<file path="config.mk">
export PLATFORM = sky130hd
export DESIGN_NAME = control_variate_coefficient
export DESIGN_NICKNAME = d
export VERILOG_FILES = /design/src/rtl/core/cvc_pkg.sv /design/src/rtl/core/cvc_div.sv /design/src/rtl/core/cvc_datapath.sv /design/src/rtl/core/cvc_ctrl.sv /design/src/rtl/core/control_variate_coefficient.sv
export SDC_FILE = /design/constraint.sdc
export NUM_CORES = 2
export LEC_CHECK = 0
export BUFFER_PORTS_ARGS = -buffer_cell sky130_fd_sc_hd__buf_2
export CAP_MARGIN = 0
export CORE_MARGIN = 10
export CORE_UTILIZATION = 55
export CTS_CLUSTER_SIZE = 25
export DETAILED_ROUTE_END_ITERATION = 8
export GPL_TIMING_DRIVEN = 0
export PLACE_DENSITY = 0.71
export SLEW_MARGIN = 40
export SYNTH_ARGS = -nofsm -noshare
export SYNTH_HDL_FRONTEND = slang
export SYNTH_SLANG_ARGS = --single-unit
</file>
<file path="constraint.sdc">
create_clock -name aclk -period 13.96 [get_ports aclk]
set_input_delay 2.094 -clock aclk [delete_from_list [all_inputs] [get_ports aclk]]
set_output_delay 2.094 -clock aclk [all_outputs]
set_load 0.1 [all_outputs]
</file>
<file path="src/rtl/core/cvc_pkg.sv">
// Shared types and constants of the control-variate coefficient block.
// No dependencies; used by every module under rtl/core except cvc_div.
`default_nettype none

package cvc_pkg;

    localparam int SAMPLE_W   = 32;
    localparam int FRAC_BITS  = 16;
    localparam int MEAN_FRAC  = 24;
    localparam int SCALE_SH   = MEAN_FRAC - FRAC_BITS;
    localparam int X_W        = SAMPLE_W + SCALE_SH;       // sample at mean scale
    localparam int MEAN_W     = 48;
    localparam int DIFF_W     = MEAN_W + 1;
    localparam int MAG_W      = X_W + 2;                   // |sample - mean| fits here
    localparam int CHUNK_W    = MAG_W / 2;
    localparam int PART_W     = MAG_W + CHUNK_W;
    localparam int PROD_W     = 2 * MAG_W;
    localparam int PROD_SHIFT = 2 * MEAN_FRAC - FRAC_BITS;
    localparam int SUM_W      = 64;
    localparam int FLOOR_W    = 32;
    localparam int COEF_W     = 32;
    localparam int STATUS_W   = 2;
    localparam int QS_W       = SUM_W + FRAC_BITS;         // slope dividend / quotient

    localparam longint unsigned DEFAULT_MAX_SAMPLES = 64'd1048576;
    localparam logic [FLOOR_W-1:0] FLOOR_RESET = FLOOR_W'(1);

    localparam logic [STATUS_W-1:0] ST_OK    = 2'd0;
    localparam logic [STATUS_W-1:0] ST_FEW   = 2'd1;
    localparam logic [STATUS_W-1:0] ST_DEGEN = 2'd2;
    localparam logic [STATUS_W-1:0] ST_OVF   = 2'd3;

    typedef struct packed {
        logic load;         // capture an input transfer
        logic start;        // count the pair, latch deltas, start mean dividers
        logic ovf_set;      // pair arrived with the count full
        logic mean_upd;
        logic dc2_calc;
        logic mul_lo;
        logic mul_hi;
        logic combine;
        logic accum;
        logic sel;          // 0: covariance term, 1: variance term
        logic slope_start;
        logic out_load;
        logic clear;
    } cmd_t;

    typedef struct packed {
        logic                full;
        logic                mean_done;
        logic                slope_done;
        logic                last;
        logic [STATUS_W-1:0] status;
    } stat_t;

endpackage

`default_nettype wire

</file>
<file path="src/rtl/core/cvc_div.sv">
// Restoring unsigned divider, one quotient bit per cycle.
// Stand-alone; no package needed.
`default_nettype none

module cvc_div #(
    parameter int NW = 42,
    parameter int DW = 21
) (
    input  wire logic          aclk,
    input  wire logic          aresetn,
    input  wire logic          start,
    input  wire logic [NW-1:0] dividend,
    input  wire logic [DW-1:0] divisor,
    output logic               done,
    output logic [NW-1:0]      quotient
);

    localparam int CNT_W = $clog2(NW + 1);

    logic             busy_reg, done_reg;
    logic [CNT_W-1:0] cnt_reg;
    logic [DW-1:0]    rem_reg, dsr_reg;
    logic [NW-1:0]    quo_reg;
    logic [DW:0]      rem_sh, rem_sub;
    logic             ge;

    always_comb begin
        rem_sh  = {rem_reg, quo_reg[NW-1]};
        ge      = rem_sh >= {1'b0, dsr_reg};
        rem_sub = ge ? (rem_sh - {1'b0, dsr_reg}) : rem_sh;
    end

    always_ff @(posedge aclk) begin
        if (!aresetn) begin
            busy_reg <= 1'b0;
            done_reg <= 1'b0;
            cnt_reg  <= '0;
        end else begin
            done_reg <= 1'b0;
            if (start) begin
                busy_reg <= 1'b1;
                cnt_reg  <= CNT_W'(NW);
            end else if (busy_reg) begin
                cnt_reg <= cnt_reg - CNT_W'(1);
                if (cnt_reg == CNT_W'(1)) begin
                    busy_reg <= 1'b0;
                    done_reg <= 1'b1;
                end
            end
        end
    end

    always_ff @(posedge aclk) begin
        if (start) begin
            rem_reg <= '0;
            quo_reg <= dividend;
            dsr_reg <= divisor;
        end else if (busy_reg) begin
            rem_reg <= rem_sub[DW-1:0];
            quo_reg <= {quo_reg[NW-2:0], ge};
        end
    end

    assign done     = done_reg;
    assign quotient = quo_reg;

endmodule

`default_nettype wire

</file>
<file path="src/rtl/core/cvc_datapath.sv">
// Datapath: running means, covariance and variance sums, split multiplier,
// mean and slope dividers, output register. Uses cvc_pkg and cvc_div.
`default_nettype none

module cvc_datapath
    import cvc_pkg::*;
#(
    parameter longint unsigned MAX_SAMPLES = DEFAULT_MAX_SAMPLES
) (
    input  wire logic                  aclk,
    input  wire logic                  aresetn,
    input  wire cmd_t                  cmd,
    output stat_t                      stat,
    input  wire logic [2*SAMPLE_W-1:0] s_tdata,
    input  wire logic                  s_tlast,
    input  wire logic                  cfg_valid,
    input  wire logic [FLOOR_W-1:0]    cfg_data,
    output logic [COEF_W-1:0]          m_tdata,
    output logic [STATUS_W-1:0]        m_tuser
);

    localparam int CW = $clog2(MAX_SAMPLES + 1);

    logic signed [X_W-1:0]    xp_reg, xc_reg;
    logic signed [MEAN_W-1:0] mean_p_reg, mean_c_reg;
    logic signed [SUM_W-1:0]  cov_reg, var_reg;
    logic [CW-1:0]            cnt_reg;
    logic                     ovf_reg, last_reg;
    logic [FLOOR_W-1:0]       floor_reg;
    logic [MAG_W-1:0]         dp_mag_reg, dc_mag_reg, dc2_mag_reg;
    logic                     dp_neg_reg, dc_neg_reg, dc2_neg_reg;
    logic [PART_W-1:0]        plo_reg, phi_reg;
    logic [PROD_W-1:0]        full_reg;
    logic                     slope_neg_reg;
    logic [COEF_W-1:0]        coef_reg;
    logic [STATUS_W-1:0]      status_reg;

    logic signed [DIFF_W-1:0] diff_p, diff_c, mag_p_full, mag_c_full;
    logic [MAG_W-1:0]         mag_p, mag_c, mul_a;
    logic [CHUNK_W-1:0]       mul_b;
    logic [PART_W-1:0]        part;
    logic [SUM_W-1:0]         term, cov_mag;
    logic signed [SUM_W-1:0]  sterm, acc_in, acc_out;
    logic                     term_neg;
    logic [CW-1:0]            cnt_inc;
    logic [MAG_W-1:0]         qp, qc;
    logic [MEAN_W-1:0]        qp_ext, qc_ext;
    logic [QS_W-1:0]          slope_q;
    logic                     mean_done_c, mean_done_ctl, slope_done_c, slope_sat;
    logic [COEF_W-1:0]        slope_coef;
    logic [STATUS_W-1:0]      status_c;

    function automatic logic signed [SUM_W-1:0] add_sat(
        input logic signed [SUM_W-1:0] a,
        input logic signed [SUM_W-1:0] b
    );
        logic signed [SUM_W-1:0] s;
        s = a + b;
        if (a[SUM_W-1] == b[SUM_W-1] && s[SUM_W-1] != a[SUM_W-1])
            s = a[SUM_W-1] ? {1'b1, {(SUM_W-1){1'b0}}} : {1'b0, {(SUM_W-1){1'b1}}};
        return s;
    endfunction

    always_comb begin
        diff_p = {{(DIFF_W-X_W){xp_reg[X_W-1]}}, xp_reg} - {mean_p_reg[MEAN_W-1], mean_p_reg};
        diff_c = {{(DIFF_W-X_W){xc_reg[X_W-1]}}, xc_reg} - {mean_c_reg[MEAN_W-1], mean_c_reg};
        mag_p_full = diff_p[DIFF_W-1] ? -diff_p : diff_p;
        mag_c_full = diff_c[DIFF_W-1] ? -diff_c : diff_c;
        mag_p = mag_p_full[MAG_W-1:0];
        mag_c = mag_c_full[MAG_W-1:0];
        cnt_inc = cnt_reg + CW'(1);

        mul_a = cmd.sel ? dc_mag_reg : dp_mag_reg;
        mul_b = cmd.mul_hi ? dc2_mag_reg[MAG_W-1:CHUNK_W] : dc2_mag_reg[CHUNK_W-1:0];
        part  = PART_W'(mul_a) * PART_W'(mul_b);

        // shifted product is below 2^63, so only the sum can saturate
        term     = SUM_W'(full_reg[PROD_W-1:PROD_SHIFT]);
        term_neg = (cmd.sel ? dc_neg_reg : dp_neg_reg) ^ dc2_neg_reg;
        sterm    = term_neg ? -$signed(term) : $signed(term);
        acc_in   = cmd.sel ? var_reg : cov_reg;
        acc_out  = add_sat(acc_in, sterm);

        qp_ext = MEAN_W'(qp);
        qc_ext = MEAN_W'(qc);
        cov_mag = cov_reg[SUM_W-1] ? SUM_W'(-cov_reg) : SUM_W'(cov_reg);

        slope_sat  = |slope_q[QS_W-1:COEF_W-1];
        if (slope_sat)
            slope_coef = slope_neg_reg ? {1'b1, {(COEF_W-1){1'b0}}}
                                       : {1'b0, {(COEF_W-1){1'b1}}};
        else
            slope_coef = slope_neg_reg ? -slope_q[COEF_W-1:0] : slope_q[COEF_W-1:0];

        if (ovf_reg)
            status_c = ST_OVF;
        else if (cnt_reg < CW'(2))
            status_c = ST_FEW;
        else if (var_reg <= 0 || var_reg < $signed({{(SUM_W-FLOOR_W){1'b0}}, floor_reg}))
            status_c = ST_DEGEN;
        else
            status_c = ST_OK;
    end

    cvc_div #(.NW(MAG_W), .DW(CW)) u_div_p (
        .aclk(aclk), .aresetn(aresetn), .start(cmd.start),
        .dividend(mag_p), .divisor(cnt_inc), .done(mean_done_c), .quotient(qp)
    );

    // finishes on the same cycle as u_div_p
    cvc_div #(.NW(MAG_W), .DW(CW)) u_div_c (
        .aclk(aclk), .aresetn(aresetn), .start(cmd.start),
        .dividend(mag_c), .divisor(cnt_inc), .done(mean_done_ctl), .quotient(qc)
    );

    cvc_div #(.NW(QS_W), .DW(SUM_W)) u_div_s (
        .aclk(aclk), .aresetn(aresetn), .start(cmd.slope_start),
        .dividend({cov_mag, {FRAC_BITS{1'b0}}}), .divisor(var_reg),
        .done(slope_done_c), .quotient(slope_q)
    );

    always_ff @(posedge aclk) begin
        if (!aresetn) begin
            mean_p_reg <= '0;
            mean_c_reg <= '0;
            cov_reg    <= '0;
            var_reg    <= '0;
            cnt_reg    <= '0;
            ovf_reg    <= 1'b0;
            floor_reg  <= FLOOR_RESET;
        end else begin
            if (cfg_valid)
                floor_reg <= cfg_data;
            if (cmd.start)
                cnt_reg <= cnt_inc;
            if (cmd.ovf_set)
                ovf_reg <= 1'b1;
            if (cmd.mean_upd) begin
                mean_p_reg <= mean_p_reg + (dp_neg_reg ? -$signed(qp_ext) : $signed(qp_ext));
                mean_c_reg <= mean_c_reg + (dc_neg_reg ? -$signed(qc_ext) : $signed(qc_ext));
            end
            if (cmd.accum) begin
                if (cmd.sel)
                    var_reg <= acc_out;
                else
                    cov_reg <= acc_out;
            end
            if (cmd.clear) begin
                mean_p_reg <= '0;
                mean_c_reg <= '0;
                cov_reg    <= '0;
                var_reg    <= '0;
                cnt_reg    <= '0;
                ovf_reg    <= 1'b0;
            end
        end
    end

    always_ff @(posedge aclk) begin
        if (cmd.load) begin
            xp_reg   <= {s_tdata[SAMPLE_W-1:0], {SCALE_SH{1'b0}}};
            xc_reg   <= {s_tdata[2*SAMPLE_W-1:SAMPLE_W], {SCALE_SH{1'b0}}};
            last_reg <= s_tlast;
        end
        if (cmd.start) begin
            dp_mag_reg <= mag_p;
            dp_neg_reg <= diff_p[DIFF_W-1];
            dc_mag_reg <= mag_c;
            dc_neg_reg <= diff_c[DIFF_W-1];
        end
        if (cmd.dc2_calc) begin
            dc2_mag_reg <= mag_c;
            dc2_neg_reg <= diff_c[DIFF_W-1];
        end
        if (cmd.mul_lo)
            plo_reg <= part;
        if (cmd.mul_hi)
            phi_reg <= part;
        if (cmd.combine)
            full_reg <= PROD_W'(plo_reg) + (PROD_W'(phi_reg) << CHUNK_W);
        if (cmd.slope_start)
            slope_neg_reg <= cov_reg[SUM_W-1];
        if (cmd.out_load) begin
            status_reg <= status_c;
            coef_reg   <= (status_c == ST_OK) ? slope_coef : '0;
        end
    end

    assign stat.full       = cnt_reg >= CW'(MAX_SAMPLES);
    assign stat.mean_done  = mean_done_c & mean_done_ctl;
    assign stat.slope_done = slope_done_c;
    assign stat.last       = last_reg;
    assign stat.status     = status_c;
    assign m_tdata         = coef_reg;
    assign m_tuser         = status_reg;

endmodule

`default_nettype wire

</file>
<file path="src/rtl/core/cvc_ctrl.sv">
// Controller FSM: sequences one sample pair through the datapath and the
// final slope division. Uses cvc_pkg command and status structs.
`default_nettype none

module cvc_ctrl
    import cvc_pkg::*;
(
    input  wire logic  aclk,
    input  wire logic  aresetn,
    input  wire logic  s_tvalid,
    output logic       s_tready,
    output logic       m_tvalid,
    input  wire logic  m_tready,
    input  wire stat_t stat,
    output cmd_t       cmd
);

    localparam logic [3:0] S_IDLE  = 4'd0;
    localparam logic [3:0] S_CHECK = 4'd1;
    localparam logic [3:0] S_DIV   = 4'd2;
    localparam logic [3:0] S_UPD   = 4'd3;
    localparam logic [3:0] S_DC2   = 4'd4;
    localparam logic [3:0] S_MLO   = 4'd5;
    localparam logic [3:0] S_MHI   = 4'd6;
    localparam logic [3:0] S_COMB  = 4'd7;
    localparam logic [3:0] S_ACC   = 4'd8;
    localparam logic [3:0] S_EVAL  = 4'd9;
    localparam logic [3:0] S_SLOPE = 4'd10;
    localparam logic [3:0] S_OUT   = 4'd11;

    logic [3:0] state_reg, state_next;
    logic       sel_reg, sel_next;
    logic       mvalid_reg, mvalid_next;

    always_comb begin
        cmd         = '0;
        cmd.sel     = sel_reg;
        state_next  = state_reg;
        sel_next    = sel_reg;
        s_tready    = 1'b0;
        mvalid_next = mvalid_reg && !m_tready;

        unique case (state_reg)
            S_IDLE: begin
                s_tready = 1'b1;
                if (s_tvalid) begin
                    cmd.load   = 1'b1;
                    state_next = S_CHECK;
                end
            end
            S_CHECK: begin
                if (stat.full) begin
                    cmd.ovf_set = 1'b1;
                    state_next  = stat.last ? S_EVAL : S_IDLE;
                end else begin
                    cmd.start  = 1'b1;
                    state_next = S_DIV;
                end
            end
            S_DIV: begin
                if (stat.mean_done)
                    state_next = S_UPD;
            end
            S_UPD: begin
                cmd.mean_upd = 1'b1;
                state_next   = S_DC2;
            end
            S_DC2: begin
                cmd.dc2_calc = 1'b1;
                sel_next     = 1'b0;
                state_next   = S_MLO;
            end
            S_MLO: begin
                cmd.mul_lo = 1'b1;
                state_next = S_MHI;
            end
            S_MHI: begin
                cmd.mul_hi = 1'b1;
                state_next = S_COMB;
            end
            S_COMB: begin
                cmd.combine = 1'b1;
                state_next  = S_ACC;
            end
            S_ACC: begin
                cmd.accum = 1'b1;
                if (!sel_reg) begin
                    sel_next   = 1'b1;
                    state_next = S_MLO;
                end else begin
                    state_next = stat.last ? S_EVAL : S_IDLE;
                end
            end
            S_EVAL: begin
                if (stat.status == ST_OK) begin
                    cmd.slope_start = 1'b1;
                    state_next      = S_SLOPE;
                end else begin
                    state_next = S_OUT;
                end
            end
            S_SLOPE: begin
                if (stat.slope_done)
                    state_next = S_OUT;
            end
            S_OUT: begin
                // output register must be free before it takes the new result
                if (!mvalid_reg || m_tready) begin
                    cmd.out_load = 1'b1;
                    cmd.clear    = 1'b1;
                    mvalid_next  = 1'b1;
                    state_next   = S_IDLE;
                end
            end
            default: begin
                state_next = S_IDLE;
            end
        endcase
    end

    always_ff @(posedge aclk) begin
        if (!aresetn) begin
            state_reg  <= S_IDLE;
            sel_reg    <= 1'b0;
            mvalid_reg <= 1'b0;
        end else begin
            state_reg  <= state_next;
            sel_reg    <= sel_next;
            mvalid_reg <= mvalid_next;
        end
    end

    assign m_tvalid = mvalid_reg;

endmodule

`default_nettype wire

</file>
<file path="src/rtl/core/control_variate_coefficient.sv">
// Control-variate coefficient, top level: Welford covariance / variance slope.
//
// Input stream: s_tdata carries a primary and a control sample pair, s_tlast
// closes a set. A pair is taken only once the last one is through: a check,
// the two 42-bit restoring dividers (one per mean, run side by side), the
// mean update, the new control difference, then split multiply, combine and
// saturating accumulate, first for the covariance and then for the variance.
// A pair arriving with the count full is only checked and flagged as overflow.
// On a last pair the slope cov/var goes through an 80-bit divider before
// m_tvalid rises; too-few, degenerate and overflow sets skip the
// divider. The result (coefficient in m_tdata, status in m_tuser) sits in an
// output register: a stalled receiver holds it, and the block keeps taking
// pairs until a further result is ready.
// cfg_data writes the variance floor in any cycle; write it only while idle.
// Reset (aresetn low, synchronous) clears all statistics, drops m_tvalid and
// sets the floor to 1. All statistics clear again after every result.
`default_nettype none

module control_variate_coefficient
    import cvc_pkg::*;
#(
    parameter longint unsigned MAX_SAMPLES = DEFAULT_MAX_SAMPLES
) (
    input  wire logic                  aclk,
    input  wire logic                  aresetn,
    input  wire logic                  s_tvalid,
    output logic                       s_tready,
    input  wire logic [2*SAMPLE_W-1:0] s_tdata,   // [31:0] primary_sample, [63:32] control_sample
    input  wire logic                  s_tlast,   // last_sample
    output logic                       m_tvalid,
    input  wire logic                  m_tready,
    output logic [COEF_W-1:0]          m_tdata,   // [31:0] coefficient
    output logic [STATUS_W-1:0]        m_tuser,   // [1:0] status
    input  wire logic                  cfg_valid,
    output logic                       cfg_ready,
    input  wire logic [FLOOR_W-1:0]    cfg_data   // variance_floor
);

    cmd_t  cmd;
    stat_t stat;

    assign cfg_ready = 1'b1;

    cvc_ctrl u_ctrl (
        .aclk     (aclk),
        .aresetn  (aresetn),
        .s_tvalid (s_tvalid),
        .s_tready (s_tready),
        .m_tvalid (m_tvalid),
        .m_tready (m_tready),
        .stat     (stat),
        .cmd      (cmd)
    );

    cvc_datapath #(.MAX_SAMPLES(MAX_SAMPLES)) u_dp (
        .aclk      (aclk),
        .aresetn   (aresetn),
        .cmd       (cmd),
        .stat      (stat),
        .s_tdata   (s_tdata),
        .s_tlast   (s_tlast),
        .cfg_valid (cfg_valid),
        .cfg_data  (cfg_data),
        .m_tdata   (m_tdata),
        .m_tuser   (m_tuser)
    );

endmodule

`default_nettype wire

</file>
==> summary.txt <==
Finish
  • Fill cells: between 15000 and 20000
  • Final instance area: roughly 0.10 mm2
  • Fraction of layout cells with a size suffix above 1: about 6.5%
  • Area growth from synthesis to layout: 9.39%
  • Max reg flops: 80
  • Layout Cells excl Fill: around 13000
  • Nets@finish: between 10000 and 15000

Drt
  • Starting DRT DRC Count: about 8600
  • Pre-Repair DR Iteration Count: 8
  • Post-DRT Antenna Nets: 0
  • Final WL: between 300000 and 400000 um
  • Drt drc: 0
  • Vias per Instance: slightly above 6
  • Drt wl/cell: between 20 and 30 um
  • Detailed-route via count: between 80000 and 90000

Clocking
  • Clock-pin slew on the worst setup and hold paths: approximately 60 ps
  • Clk Latency, worst-skew pair: roughly 820 ps
  • Hold_buf cts: 0
  • Total CTS buffers: 117
  • PostCTS Resize Cnt: 0
  • CTS tree: built
  • Clock buffer depth: 3
  • # clock sinks: approximately 1100
  • CTS root buf: clkbuf_16
  • Post-CTS Setup Inserts: 0
  • H-tree Lvls: 3

GRT
  • Remaining global-route overflow: 0
  • Largest net degree at the start of global routing: 43
  • Initial antenna violation count: 10
  • Number of global-route vias before repair: between 70000 and 80000
  • All-Layer GR Usage: approximately a third
  • Global-route wire length before repair: slightly above 500000 um

Critical path
  • Critical Path End Type: flip-flop
  • Critical Path Start: u_ctrl.state_reg[1]
  • Buffers & Inverters on Critical Path: 7
  • CP Max Fanout: 10
  • Crit-path slowest cell: mux2i_2
  • Startpoint Class: flip-flop
  • Most used cell along the critical path: fa_1
  • Crit Reg-Reg Startpoint: u_ctrl.state_reg[1]
  • Critical Path Max Stage Delay: 920 ps
  • Critical path class: reg2reg
  • Worst Setup EP: u_dp.plo_reg[36]
  • Worst path depth: 31
  • Critical path data required time: 14430 ps
  • Worst EP arrival: 11950 ps
  • R2R Setup Slk: roughly 2500 ps
  • Worst R2R End: u_dp.plo_reg[36]
  • Crit path max-delay family: adder cells
  • Worst R2R Path Depth: 31

Floorplan
  • Die area: around 0.19 mm2
  • Die X-Extent: around 440 um
  • IO Pins: approximately 140
  • Starting Density: ~55%
  • DIE HEIGHT: about 440 um
  • Core footprint: about 0.17 mm2
  • # rows: around 150

Logic synthesis
  • Ys Warns: 0
  • Post-Syn Instances: approximately 11000
  • Ys flop type: edfxtp_1
  • Top cells by area, synth: edfxtp_1, fa_1, dfxtp_1
  • Syn_nets: about 12000
  • Post-synth EDFFs: a little over 600
  • Sequential share of the synthesized area: between 20% and 30%
  • Cell Area, Synth: ~0.095 mm2
  • Share of the synthesized area in the top cell type: 19.6%
  • Yosys cell types: 85
  • Post-synthesis register bit count: about 1100
  • Largest area contributor in the synthesized netlist: edfxtp_1
  • Post-Syn Area per Cell: between 8 and 9 um2
  • FFs w/ async S/R, synth: 0%

STA
  • RSZ-0062 raised after global routing: no
  • Max-slew headroom: about 31%
  • Tcrit/Tclk final: 82.3%
  • Final setup margin: between 2000 and 2500 ps
  • FMAX: about 0.087 GHz
  • Hold Vio Cnt, Final: 0
  • Pins Over Slew Limit: 0
  • Measured slew at the worst slew-check pin: between 1000 and 1500 ps
  • Setup violators final: 0
  • Setup TNS: 0 ps
  • Setup Skew: about 57 ps
  • Post-layout minimum cycle time: between 10000 and 15000 ps

Placed design
  • Placed Cells: 13100
  • Routability Congestion: ~1.0
  • Worst slack at placement: ~2800 ps
  • I/O Buffers: about 140
  • DP Area: around 0.1 mm2
  • DP HPWL: between 200000 and 300000 um

Hold path
  • Beginning of the worst hold path: u_dp.mean_c_reg[47]
  • Hold Path Class: reg2reg

Status
  • Status: finished, final reports clean

Job
  • Max Cap Viol: 0
-- cell families (layout without fill, tap and decap cells) --
logic type	after synthesis	in the layout	synth area share (%)
and+or+nand+nor	3252	3252	15.5
AOI/OAI and AO/OA	2269	2269	14.9
buffers and inverters	1640	2034	6.50
adders and majority gates	1366	1366	24.1
DFF	1050	1050	28.7
xor gates and xnor gates	713	713	6.59
muxes	328	328	3.67
other	1	9	0.00396
-- worst register-to-register path, delay by kind of cell, from the launching register on --
family,cells,cell delay (ps)
flops,1,350
xor+xnor,1,680
compound gates,7,1600
mux,1,930
fa+ha+maj,8,4070
buf+inv,7,1850
simple gates,7,1700
-- cells in the final DEF, fill, tap and decap left out, types with 79 or more instances in the layout --
| master | count |
|---|---|
| edfxtp_1 | 619 |
| nand4_1 | 99 |
| inv_1 | 1149 |
| nor2_1 | 979 |
| dfxtp_1 | 431 |
| o21ai_0 | 537 |
| fa_1 | 763 |
| nor3_1 | 118 |
| ha_1 | 602 |
| and3_1 | 88 |
| mux2_2 | 145 |
| buf_2 | 146 |
| o31ai_1 | 90 |
| a211oi_1 | 168 |
| clkbuf_1 | 420 |
| a21o_1 | 268 |
| xor2_1 | 271 |
| a21oi_1 | 700 |
| nand3_1 | 183 |
| xnor2_1 | 438 |
| nand2_1 | 1244 |
| clkbuf_16 | 120 |
| a31oi_1 | 79 |
| nor2b_1 | 116 |
| mux2i_1 | 134 |
-- area by class of cell --
type	count	area (um2)	area share, %
Antenna cell	8	20.0	0.0193
Buffer	485	1900	1.83
Clock buffer	155	3230	3.11
Clock inverter	68	866	0.836
Inverter	1155	4340	4.19
Multi-Input combinational cell	7929	61900	59.8
Sequential cell	1050	27200	26.3
Tap cell	2310	2890	2.79
Timing Repair Buffer	171	1240	1.19
-- through the flow --
step	utilization [%]	hold slack (ps)
finish	60.5	464
global route	60.5	489
CTS	60.4	466
detailed placement	58.0	458
global placement	57.4	447
floorplan	-	424
-- synth_stat cells (all sizes together), types with 25 or more instances --
cell / instances
xor2: 272
a211oi: 169
nand3: 183
a31oi: 79
clkbuf: 445
o31ai: 91
inv: 1152
nor3: 122
a21oi: 700
nor2: 984
nand2b: 74
nand2: 1245
ha: 602
o21bai: 53
a21o: 268
nor2b: 116
nand4: 99
or2: 29
or4: 55
or3: 75
nor4: 68
and2: 41
o21a: 65
dfxtp: 431
and3: 88
buf: 40
mux2i: 177
a21boi: 25
o21ai: 543
xnor2: 441
o41ai: 32
fa: 763
edfxtp: 619
o211ai: 37
mux2: 151
-- worst min-delay path by stage --
stage / to / slack [ps] / depth (start not counted)
2_1_floorplan: u_dp.slope_neg_reg / 420 / 0
3_3_place_gp: u_dp.mean_c_reg[47] / 450 / 2
3_5_place_dp: u_dp.mean_c_reg[47] / 460 / 2
4_1_cts: u_dp.mean_c_reg[47] / 470 / 2
5_1_grt: u_dp.mean_c_reg[47] / 490 / 2
6_report: u_dp.mean_c_reg[47] / 460 / 2
-- metal layers --
metal / share of wire (%) / track usage [%] / vias to the layer above
li1: - / - / 36900
met1: 40 / 45.6 / 40000
met2: 45 / 54.8 / 3911
met3: 9.1 / 6.84 / 767
met4: 6.3 / 18.4 / 6
met5: 0.011 / 0 / -
Power is left out: the tool's default activity adds up to more than one toggle a clock period on the data nets, which glitch-free logic cannot reach.
